`src/hw/rtl/unsigned_to_radix_digits_assert.svh`:
```
// assertion macros for the radix digit converter
// used by the top level only, needs a clock named clock and a reset named reset
`ifndef UNSIGNED_TO_RADIX_DIGITS_ASSERT_SVH
`define UNSIGNED_TO_RADIX_DIGITS_ASSERT_SVH

// same-cycle implication
`define URD_ASSERT_NOW(label, ante, cons, msg) \
   label: assert property (@(posedge clock) disable iff (reset) (ante) |-> (cons)) \
      else $error(msg);

// next-cycle implication
`define URD_ASSERT_NEXT(label, ante, cons, msg) \
   label: assert property (@(posedge clock) disable iff (reset) (ante) |=> (cons)) \
      else $error(msg);

`endif

```
`src/hw/rtl/urd_pkg.sv`:
```
// shared types, constants and helper functions for the radix digit converter
// no dependencies
`default_nettype none

package urd_pkg;

   localparam int VALUE_W            = 32;
   localparam int VALUE_BITS_DEFAULT = 32;
   localparam int BASE_W             = 6;
   localparam int CHAR_W             = 7;

   localparam logic [BASE_W-1:0] BASE_MIN   = 6'd2;
   localparam logic [BASE_W-1:0] BASE_MAX   = 6'd36;
   localparam logic [BASE_W-1:0] BASE_RESET = 6'd10;
   localparam logic [BASE_W-1:0] DEC_DIGITS = 6'd10;

   localparam logic [CHAR_W-1:0] CHAR_ZERO   = 7'h30;
   localparam logic [CHAR_W-1:0] CHAR_ALPHA  = 7'h41;

   typedef enum logic [1:0] {
      ST_IDLE,
      ST_DIVIDE,
      ST_READ,
      ST_EMIT
   } urd_state_type;

   typedef struct packed {
      logic done;
      logic quot_zero;
   } div_status_type;

   function automatic logic [BASE_W-1:0] clamp_base(input logic [BASE_W-1:0] raw);
      logic [BASE_W-1:0] res;
      if (raw < BASE_MIN) begin
         res = BASE_MIN;
      end else if (raw > BASE_MAX) begin
         res = BASE_MAX;
      end else begin
         res = raw;
      end
      return res;
   endfunction

   function automatic logic [CHAR_W-1:0] digit_to_char(input logic [BASE_W-1:0] d);
      logic [CHAR_W-1:0] res;
      if (d < DEC_DIGITS) begin
         res = CHAR_ZERO + {1'b0, d};
      end else begin
         res = CHAR_ALPHA + {1'b0, d} - {1'b0, DEC_DIGITS};
      end
      return res;
   endfunction

endpackage

`default_nettype wire

```
`src/hw/rtl/urd_divider.sv`:
```
// bit-serial restoring divider, one quotient bit per cycle
// depends on urd_pkg
`default_nettype none

module urd_divider #(
   parameter int VALUE_BITS = urd_pkg::VALUE_BITS_DEFAULT
) (
   input  wire logic                          clock,
   input  wire logic                          reset,
   input  wire logic                          start,
   input  wire logic [VALUE_BITS-1:0]         dividend,
   input  wire logic [urd_pkg::BASE_W-1:0]    base,
   output logic      [VALUE_BITS-1:0]         quotient,
   output logic      [urd_pkg::BASE_W-1:0]    remainder,
   output urd_pkg::div_status_type            status
);

   localparam int CNT_W = $clog2(VALUE_BITS + 1);

   logic [VALUE_BITS-1:0]        quot_ff, quot_in;
   logic [urd_pkg::BASE_W-1:0]   rem_ff, rem_in;
   logic [CNT_W-1:0]             cnt_ff, cnt_in;
   logic                         done_ff, done_in;
   logic [urd_pkg::BASE_W:0]     trial;
   logic [urd_pkg::BASE_W:0]     diff;
   logic                         ge;

   always_comb begin
      trial = {rem_ff, quot_ff[VALUE_BITS-1]};
      ge    = trial >= {1'b0, base};
      diff  = trial - {1'b0, base};
   end

   always_comb begin
      quot_in = quot_ff;
      rem_in  = rem_ff;
      cnt_in  = cnt_ff;
      done_in = 1'b0;
      if (start) begin
         quot_in = dividend;
         rem_in  = '0;
         cnt_in  = CNT_W'(VALUE_BITS);
      end else if (cnt_ff != '0) begin
         quot_in = {quot_ff[VALUE_BITS-2:0], ge};
         rem_in  = ge ? diff[urd_pkg::BASE_W-1:0] : trial[urd_pkg::BASE_W-1:0];
         cnt_in  = cnt_ff - CNT_W'(1);
         done_in = (cnt_ff == CNT_W'(1));
      end
   end

   always_ff @(posedge clock) begin
      quot_ff <= quot_in;
      rem_ff  <= rem_in;
      if (reset) begin
         cnt_ff  <= '0;
         done_ff <= 1'b0;
      end else begin
         cnt_ff  <= cnt_in;
         done_ff <= done_in;
      end
   end

   assign quotient         = quot_ff;
   assign remainder        = rem_ff;
   assign status.done      = done_ff;
   assign status.quot_zero = (quot_ff == '0);

endmodule

`default_nettype wire

```
`src/hw/rtl/urd_digit_stack.sv`:
```
// digit store, written least significant first and read back in reverse
// depends on urd_pkg
`default_nettype none

module urd_digit_stack #(
   parameter int DEPTH = urd_pkg::VALUE_BITS_DEFAULT
) (
   input  wire logic                          clock,
   input  wire logic                          wr_en,
   input  wire logic [$clog2(DEPTH)-1:0]      wr_addr,
   input  wire logic [urd_pkg::BASE_W-1:0]    wr_data,
   input  wire logic                          rd_en,
   input  wire logic [$clog2(DEPTH)-1:0]      rd_addr,
   output logic      [urd_pkg::BASE_W-1:0]    rd_data
);

   logic [urd_pkg::BASE_W-1:0] mem [DEPTH];
   logic [urd_pkg::BASE_W-1:0] rd_data_ff;

   always_ff @(posedge clock) begin
      if (wr_en) begin
         mem[wr_addr] <= wr_data;
      end
   end

   always_ff @(posedge clock) begin
      if (rd_en) begin
         rd_data_ff <= mem[rd_addr];
      end
   end

   assign rd_data = rd_data_ff;

endmodule

`default_nettype wire

```
`src/hw/rtl/unsigned_to_radix_digits.sv`:
```
// top level: unsigned value to ascii digits in a programmable radix
// depends on urd_pkg, urd_divider, urd_digit_stack, unsigned_to_radix_digits_assert.svh
//
// channel   ports                              transaction
// req       req_valid/req_ready, req_value     one value to convert
// rsp       rsp_valid/rsp_ready, rsp_digit_*   one digit, most significant first
// csr       csr_write_enable, csr_write_data   radix write, clamped to 2..36
//
// each digit is produced by the bit-serial divider and pushed on the stack; the
// stack is then read back out through the READ and EMIT states, most significant
// digit first. synchronous reset, radix returns to 10. a stalled rsp holds the
// output register; the next req is taken while the final digit still waits.
`default_nettype none

module unsigned_to_radix_digits #(
   parameter int VALUE_BITS = urd_pkg::VALUE_BITS_DEFAULT
) (
   input  wire logic                          clock,
   input  wire logic                          reset,
   input  wire logic                          req_valid,
   output logic                               req_ready,
   input  wire logic [urd_pkg::VALUE_W-1:0]   req_value,
   output logic                               rsp_valid,
   input  wire logic                          rsp_ready,
   output logic      [urd_pkg::CHAR_W-1:0]    rsp_digit_char,
   output logic                               rsp_last_digit,
   input  wire logic                          csr_write_enable,
   input  wire logic [urd_pkg::BASE_W-1:0]    csr_write_data
);

   localparam int CNT_W  = $clog2(VALUE_BITS + 1);
   localparam int ADDR_W = $clog2(VALUE_BITS);

   urd_pkg::urd_state_type       state_ff, state_in;
   logic [urd_pkg::BASE_W-1:0]   base_ff, base_in;
   logic [CNT_W-1:0]             digit_cnt_ff, digit_cnt_in;
   logic [CNT_W-1:0]             cnt_dec;
   logic                         rsp_valid_ff, rsp_valid_in;
   logic [urd_pkg::CHAR_W-1:0]   rsp_char_ff, rsp_char_in;
   logic                         rsp_last_ff, rsp_last_in;

   logic [VALUE_BITS-1:0]        value_ext;
   logic [VALUE_BITS-1:0]        dividend;
   logic [VALUE_BITS-1:0]        quotient;
   logic [urd_pkg::BASE_W-1:0]   remainder;
   urd_pkg::div_status_type      div_status;
   logic [urd_pkg::BASE_W-1:0]   stack_rd_data;

   logic                         accept;
   logic                         div_start;
   logic                         push;
   logic                         pop;
   logic                         rsp_load;

   generate
      if (VALUE_BITS > urd_pkg::VALUE_W) begin : g_wide
         assign value_ext = {{(VALUE_BITS - urd_pkg::VALUE_W){1'b0}}, req_value};
      end else if (VALUE_BITS == urd_pkg::VALUE_W) begin : g_equal
         assign value_ext = req_value;
      end else begin : g_narrow
         assign value_ext = req_value[VALUE_BITS-1:0];
      end
   endgenerate

   assign accept   = req_valid && req_ready;
   assign dividend = (state_ff == urd_pkg::ST_IDLE) ? value_ext : quotient;
   assign cnt_dec  = digit_cnt_ff - CNT_W'(1);

   // next state
   always_comb begin
      state_in = state_ff;
      case (state_ff)
         urd_pkg::ST_IDLE: begin
            if (req_valid) begin
               state_in = urd_pkg::ST_DIVIDE;
            end
         end
         urd_pkg::ST_DIVIDE: begin
            if (div_status.done && div_status.quot_zero) begin
               state_in = urd_pkg::ST_READ;
            end
         end
         urd_pkg::ST_READ: begin
            state_in = urd_pkg::ST_EMIT;
         end
         urd_pkg::ST_EMIT: begin
            if (!rsp_valid_ff || rsp_ready) begin
               state_in = (digit_cnt_ff == '0) ? urd_pkg::ST_IDLE : urd_pkg::ST_READ;
            end
         end
         default: begin
            state_in = urd_pkg::ST_IDLE;
         end
      endcase
   end

   // fsm outputs
   always_comb begin
      req_ready = 1'b0;
      div_start = 1'b0;
      push      = 1'b0;
      pop       = 1'b0;
      rsp_load  = 1'b0;
      case (state_ff)
         urd_pkg::ST_IDLE: begin
            req_ready = 1'b1;
            div_start = req_valid;
         end
         urd_pkg::ST_DIVIDE: begin
            push      = div_status.done;
            div_start = div_status.done && !div_status.quot_zero;
         end
         urd_pkg::ST_READ: begin
            pop = 1'b1;
         end
         urd_pkg::ST_EMIT: begin
            rsp_load = !rsp_valid_ff || rsp_ready;
         end
         default: begin
            req_ready = 1'b0;
         end
      endcase
   end

   always_comb begin
      digit_cnt_in = digit_cnt_ff;
      if (accept) begin
         digit_cnt_in = '0;
      end else if (push) begin
         digit_cnt_in = digit_cnt_ff + CNT_W'(1);
      end else if (pop) begin
         digit_cnt_in = cnt_dec;
      end
   end

   always_comb begin
      base_in = base_ff;
      if (csr_write_enable) begin
         base_in = urd_pkg::clamp_base(csr_write_data);
      end
   end

   always_comb begin
      rsp_valid_in = rsp_load || (rsp_valid_ff && !rsp_ready);
      rsp_char_in  = rsp_char_ff;
      rsp_last_in  = rsp_last_ff;
      if (rsp_load) begin
         rsp_char_in = urd_pkg::digit_to_char(stack_rd_data);
         rsp_last_in = (digit_cnt_ff == '0);
      end
   end

   always_ff @(posedge clock) begin
      rsp_char_ff <= rsp_char_in;
      rsp_last_ff <= rsp_last_in;
      if (reset) begin
         state_ff     <= urd_pkg::ST_IDLE;
         base_ff      <= urd_pkg::BASE_RESET;
         digit_cnt_ff <= '0;
         rsp_valid_ff <= 1'b0;
      end else begin
         state_ff     <= state_in;
         base_ff      <= base_in;
         digit_cnt_ff <= digit_cnt_in;
         rsp_valid_ff <= rsp_valid_in;
      end
   end

   urd_divider #(
      .VALUE_BITS (VALUE_BITS)
   ) u_divider (
      .clock     (clock),
      .reset     (reset),
      .start     (div_start),
      .dividend  (dividend),
      .base      (base_ff),
      .quotient  (quotient),
      .remainder (remainder),
      .status    (div_status)
   );

   urd_digit_stack #(
      .DEPTH (VALUE_BITS)
   ) u_digit_stack (
      .clock   (clock),
      .wr_en   (push),
      .wr_addr (digit_cnt_ff[ADDR_W-1:0]),
      .wr_data (remainder),
      .rd_en   (pop),
      .rd_addr (cnt_dec[ADDR_W-1:0]),
      .rd_data (stack_rd_data)
   );

   assign rsp_valid      = rsp_valid_ff;
   assign rsp_digit_char = rsp_char_ff;
   assign rsp_last_digit = rsp_last_ff;

`include "unsigned_to_radix_digits_assert.svh"

   `URD_ASSERT_NOW(a_base_range, 1'b1, (base_ff >= urd_pkg::BASE_MIN) && (base_ff <= urd_pkg::BASE_MAX), "radix register out of range")
   `URD_ASSERT_NOW(a_cnt_bound, 1'b1, digit_cnt_ff <= CNT_W'(VALUE_BITS), "digit count beyond capacity")
   `URD_ASSERT_NOW(a_rem_below_base, push, remainder < base_ff, "digit not below radix")
   `URD_ASSERT_NEXT(a_accept_divides, accept, state_ff == urd_pkg::ST_DIVIDE, "accepted value not divided")

endmodule

`default_nettype wire
```
`config.mk`:
```
export PLATFORM = sky130hd
export DESIGN_NAME = unsigned_to_radix_digits
export DESIGN_NICKNAME = d
export VERILOG_FILES = /design/src/hw/rtl/urd_pkg.sv /design/src/hw/rtl/urd_divider.sv /design/src/hw/rtl/urd_digit_stack.sv /design/src/hw/rtl/unsigned_to_radix_digits.sv
export VERILOG_INCLUDE_DIRS = /design/src /design/src/hw/rtl
export SDC_FILE = /design/constraint.sdc
export NUM_CORES = 1
export LEC_CHECK = 0
export ABC_AREA = 1
export BUFFER_PORTS_ARGS = -buffer_cell sky130_fd_sc_hd__buf_4
export CAP_MARGIN = 20
export CORE_MARGIN = 4
export CORE_UTILIZATION = 56
export DETAILED_ROUTE_END_ITERATION = 6
export PLACE_DENSITY_LB_ADDON = 0.12
export SKIP_CTS_REPAIR_TIMING = 1
export SLEW_MARGIN = 20
export SYNTH_ARGS = -nofsm -noshare
export SYNTH_HDL_FRONTEND = slang
export SYNTH_HIERARCHICAL = 1
export SYNTH_SLANG_ARGS = --single-unit
```
`constraint.sdc`:
```
create_clock -name clock -period 2.74 [get_ports clock]
set_input_delay 0.274 -clock clock [delete_from_list [all_inputs] [get_ports clock]]
set_output_delay 0.274 -clock clock [all_outputs]
set_load 0.1 [all_outputs]
```
Word-level counts from Yosys, hierarchy flattened --
Memories as Yosys holds them, arrays and structs flattened. A register that Yosys moved wholly into a read port is not among the register bits. Cells that the tools add are included.
Storage, ports and cells: register bits 68, bits in writable memories 192, bits of input ports 43, output and inout bits 10, memories 1
Memories:
- u_digit_stack.mem | words 32, width 6, read ports 1, clocked after Yosys merged registers in 1, write ports 1, RTL line urd_digit_stack.sv:17 | logic [urd_pkg::BASE_W-1:0] mem [DEPTH];
Cells by class: $add $sub $neg 7, $lt $le $gt $ge 4, eq/ne operators 8, muxes and demuxes 23, bitwise gates (word level) 1, reductions and logical operators 20
Operators with widths (count):
- $mux W32 | 3
- $mux W6 | 7
- $logic_not A32 Y1 | 1
- $sub A6 B1 Y6 const B | 2
- $mux W2 | 4
- $pmux W2 S4 | 1
- $add A6 B6 Y7 const A | 1
- $add A7 B6 Y7 const A | 1
- $ge A7 B6 Y1 | 1
- $mux W7 | 1
- $sub A7 B4 Y7 const B | 1
- $add A6 B1 Y6 const B | 1
- $eq A6 B1 Y1 const B | 1
- $gt A6 B6 Y1 const B | 1
- $logic_not A6 Y1 | 1
- $lt A6 B2 Y1 const B | 1
- $lt A6 B4 Y1 const B | 1
- $mux W1 | 6
- $ne A2 B2 Y1 const B | 3
- $reduce_bool A6 Y1 | 1
- $sub A6 B6 Y6 | 1
- $eq A2 B2 Y1 const B | 2
- $logic_and A1 B1 Y1 | 4
- $reduce_bool A2 Y1 | 2
- other kinds (11) | 15

Longest topological paths before layout --
depth in word-level cells 6, mapped depth 13, mapped depth without buffers 11

By module --
Netlist, hierarchy kept.
By module, submodules not included:
- urd_digit_stack | times used 1, cells each 704, area an instance 8137.8 sq um
- urd_divider | times used 1, cells each 288, area an instance 2442.3 sq um
- unsigned_to_radix_digits | times used 1, cells each 267, area an instance 1710.4 sq um

Least setup slack after synthesis --
Ideal clock, no wire load.
kind register -> register, start register u_divider.quot_ff[11] (netlist: u_divider/quotient[11]), end register u_divider.quot_ff[0] (netlist: u_divider/quotient[0]), enable pin, library setup time 653 ps, data arrival time 2068 ps, setup slack 19 ps, cell stages (with the launch flop) 7, cells stage by stage edfxtp_1 -> nor4_1 -> nand4_1 -> nor2_1 -> o21ai_0 -> inv_1 -> nand4_1
RTL lines:
- start, declared | RTL line urd_divider.sv:20 | logic [VALUE_BITS-1:0] quot_ff, quot_in;
- start signal, assigned | RTL line urd_divider.sv:52 | quot_ff <= quot_in;

==> metrics.md <==
| Metric | Value |
|---|---|
| Status | finished clean |
| Post-DR wirelength/cell | 17.9 microns |
| Critical R2R Capture | u_divider/remainder[0] |
| Min cycle time layout | 2.37 ns |
| Critical path class | reg -> reg |
| Num CTS Buffers | 28 |
| Top Layer Used | met4 |
| Root buf cell | clkbuf_16 |
| Clk_lat worst skew | 0.54 ns |
| Tightest Pin Transition | 0.800 ns |
| # DRC | 0 |
| Area growth, synth to finish | 13.8% |
| Initial drt markers | 909 |
| IO Port Bufs | 52 |
| Die ar. | 24400 sq um |
| Row count | 53 |
| Switching Power | 3390 uW |
| Mapped Cells | 1259 |
| Worst Hold Launch | csr_write_data[4] |
| Share of cells above drive strength 1 | 0.130 |
| CTS max path bufs | 3 |
| WL met2 | 13300 microns |
| Antenna Cells | 0 |
| Reg-to-reg setup timing slack | 0.37 ns |
| Worst Hold Class | in -> reg |
| Seq/Total Area, Yosys | 0.627 |
| Worst hold stages | 3 |
| Crit Path Max Fanout | 35 |
| Number of synthesized register bits | 266 |
| Count of final max-slew check failures | 0 |
| Worst path depth | 10 |
| Met1 WL | 12900 microns |
| Total global-route track usage | 0.240 |
| Critical path required time | 3.21 ns |
| Comb pwr share | 0.195 |
| Final RePlAce weighted congestion | 0.867 |
| Detail Route Antenna Nets | 0 |
| Worst vdd ir | 0.562 mV |
| R2R depth | 10 |
| RSZ-0062 raised after global routing | false |
| Vias in the first global route | 8450 |
| Nets | 1390 |
| Syn Area/Cell | 9.76 sq um |
| Final Hold Fails | 0 |
| DRT Wirelength | 29200 microns |
| Via count | 8983 |
| Die height | 156 microns |
| Die W | 156 microns |
| Leak pwr | 0.00575 uW |
| Finished Layout Cells | 1627 |
| Critical Path Source Type | register |
| FMAX | 0.422 GHz |
| Mapped cell area | 12300 sq um |
| Max-cap violations | 0 |
| CP endpoint kind | register |
| Pint | 8120 uW |
| Setup TNS | 0 ns |
| CTS clk-pin slew, worst paths | 0.06 ns |
| Congestion Overflow GR | 0 |
| Worst path bufs/invs | 3 |
| Largest net degree at the start of global routing | 52 |
| H-tree levels | 1 |
| Setup Viol. Count Final | 0 |
| Sequential power share | 0.484 |
| Cell family with most CP delay | simple AND/OR/NAND/NOR gates |
| CTS tree | done |
| Worst r2r src | u_divider/quotient[27] |
| Clock network fraction of design power | 0.322 |
| Cells after DPL | 1574 |
| Syn nets | 1319 |
| Hold path endpoint | base_ff[4] |
| Core area | 21300 sq um |
| Synth warnings | 6 |
| First-pass GRT wire length | 46200 microns |
| CP peak stage delay | 0.46 ns |
| Netlist cell types | 42 |
| Antenna violations before repair | 0 |
| Initial Util | 0.577 |
| Final worst clock skew | 0.0133 ns |
| IO Pins | 53 |
| DP HPWL | 19100 microns |
| Slew Limit Headroom | 0.466 |
| Slowest CP cell | nor4_1 |
| Critical path arrival | 2.84 ns |
| TritonCTS Sinks | 266 |
| Critical Path, Cell by Cell | nor4_1 > nand4_1 > nor2_1 > o21ai_2 > inv_1 > nand4_1 > buf_4 > inv_1 > nand2_1 > nand2_1 |
| Metal3 WL | 2450 microns |
| Sw Ratio | 0.294 |
| Power Density | 823 nW/um^2 |
| TritonRoute pass-1 iters | 5 |
| Final worst path period share | 0.865 |
| Via density | 5.52 |
==> power by group through the flow <==
stage / clock, uW / combinational [uW] / sequential (uW)
global route: 3930 / 2520 / 5620
global placement: 0 / 2210 / 5640
finish: 3700 / 2240 / 5570
CTS: 3750 / 2250 / 5570
detailed placement: 0 / 2240 / 5650
floorplan: 0 / 1380 / 5710
==> registers in the layout (all words and copies together) (netlist names) <==
signal                 count
u_divider/remainder        6
rsp_last_digit             1
u_digit_stack/mem        192
u_digit_stack/rd_data      6
u_divider/quotient        32
state_ff                   2
u_divider/cnt_ff           6
base_ff                    6
digit_cnt_ff               6
u_divider/done_ff          1
rsp_digit_char             7
rsp_valid                  1
==> logic make-up after synthesis <==
logic type,after synthesis,synth area share
adders and majority gates,17,0.0179
DFF,266,0.627
and+or+nand+nor,796,0.275
xor gates and xnor gates,12,0.00855
buffers and inverters,121,0.0475
AOI/OAI and AO/OA,47,0.0238
==> final cells by class <==
class / count / area [sq um]
multi-input combinational: 872 / 4010
clock inverter: 17 / 131
clock buffer: 35 / 778
inverter: 66 / 260
sequential: 266 / 7710
timing repair buffer: 96 / 761
tap: 275 / 344
fill: 1722 / 7290
==> metrics by stage <==
step	hold slack, ns	cell area (sq um)	setup WS [ns]	utilization	power [uW]
finish	0.00988	14000	0.371	0.657	11500
global route	0.0256	14000	0.225	0.657	12100
CTS	-0.0446	14000	0.408	0.657	11600
detailed placement	0.458	13100	0.426	0.614	7890
global placement	0.451	13100	0.451	0.614	7850
floorplan	0.413	12300	0.0190	-	7090
==> worst max-delay path by stage <==
| stage | from | endpoint | slack [ns] |
|---|---|---|---|
| floorplan | u_divider/quotient[11] | u_divider/quotient[0] | 0.02 |
| global placement | u_divider/quotient[27] | u_divider/remainder[0] | 0.45 |
| detailed placement | u_divider/quotient[27] | u_divider/remainder[0] | 0.43 |
| CTS | u_divider/quotient[27] | u_divider/remainder[0] | 0.41 |
| global route | digit_cnt_ff[0] | u_digit_stack/rd_data[0] | 0.22 |
| finish | u_divider/quotient[27] | u_divider/remainder[0] | 0.37 |
==> worst min-delay path, delay by kind of cell <==
family / cells / cell delay, ns
AND/OR/NAND/NOR: 1 / 0.05
AO/OA/AOI/OAI: 1 / 0.05
buffers and inverters: 1 / 0.11
==> layer usage <==
metal / global-route usage / vias up
li1: - / 4367
met1: 0.359 / 4218
met2: 0.372 / 349
met3: 0.0402 / 49
met4: 0.0583 / 0
met5: 0 / -
==> cells in the final DEF (no fill, tap or decap), drive strengths merged, types with 2 or more instances in the layout <==
master  instances
nand2         528
edfxtp        238
nand3         183
buf            95
inv            66
nor2           65
clkbuf         35
dfxtp          28
o21ai          20
ha             16
a21oi          16
clkinv         15
xor2            9
nand4           8
nor4            8
o21bai          4
a31oi           3
xnor2           3
nor3            3
bufinv          2
a211oi          2
==> cells in the mapped netlist, drive strengths merged <==
master	number	area [sq um]
a211oi	2	20.0
a21oi	16	95.1
a221o	1	10.0
a31oi	3	18.8
buf	45	287
clkbuf	10	37.5
clkinv	1	8.76
dfxtp	28	561
edfxtp	238	7150
fa	1	20.0
ha	16	200
inv	65	251
nand2	528	2010
nand3	183	951
nand3b	1	7.51
nand4	8	50.1
nor2	65	293
nor3	3	15.0
nor4	8	50.1
o21ai	20	104
o21bai	4	37.5
o31ai	1	7.51
xnor2	3	26.3
xor2	9	78.8
Power figures use the tool's default switching activity.
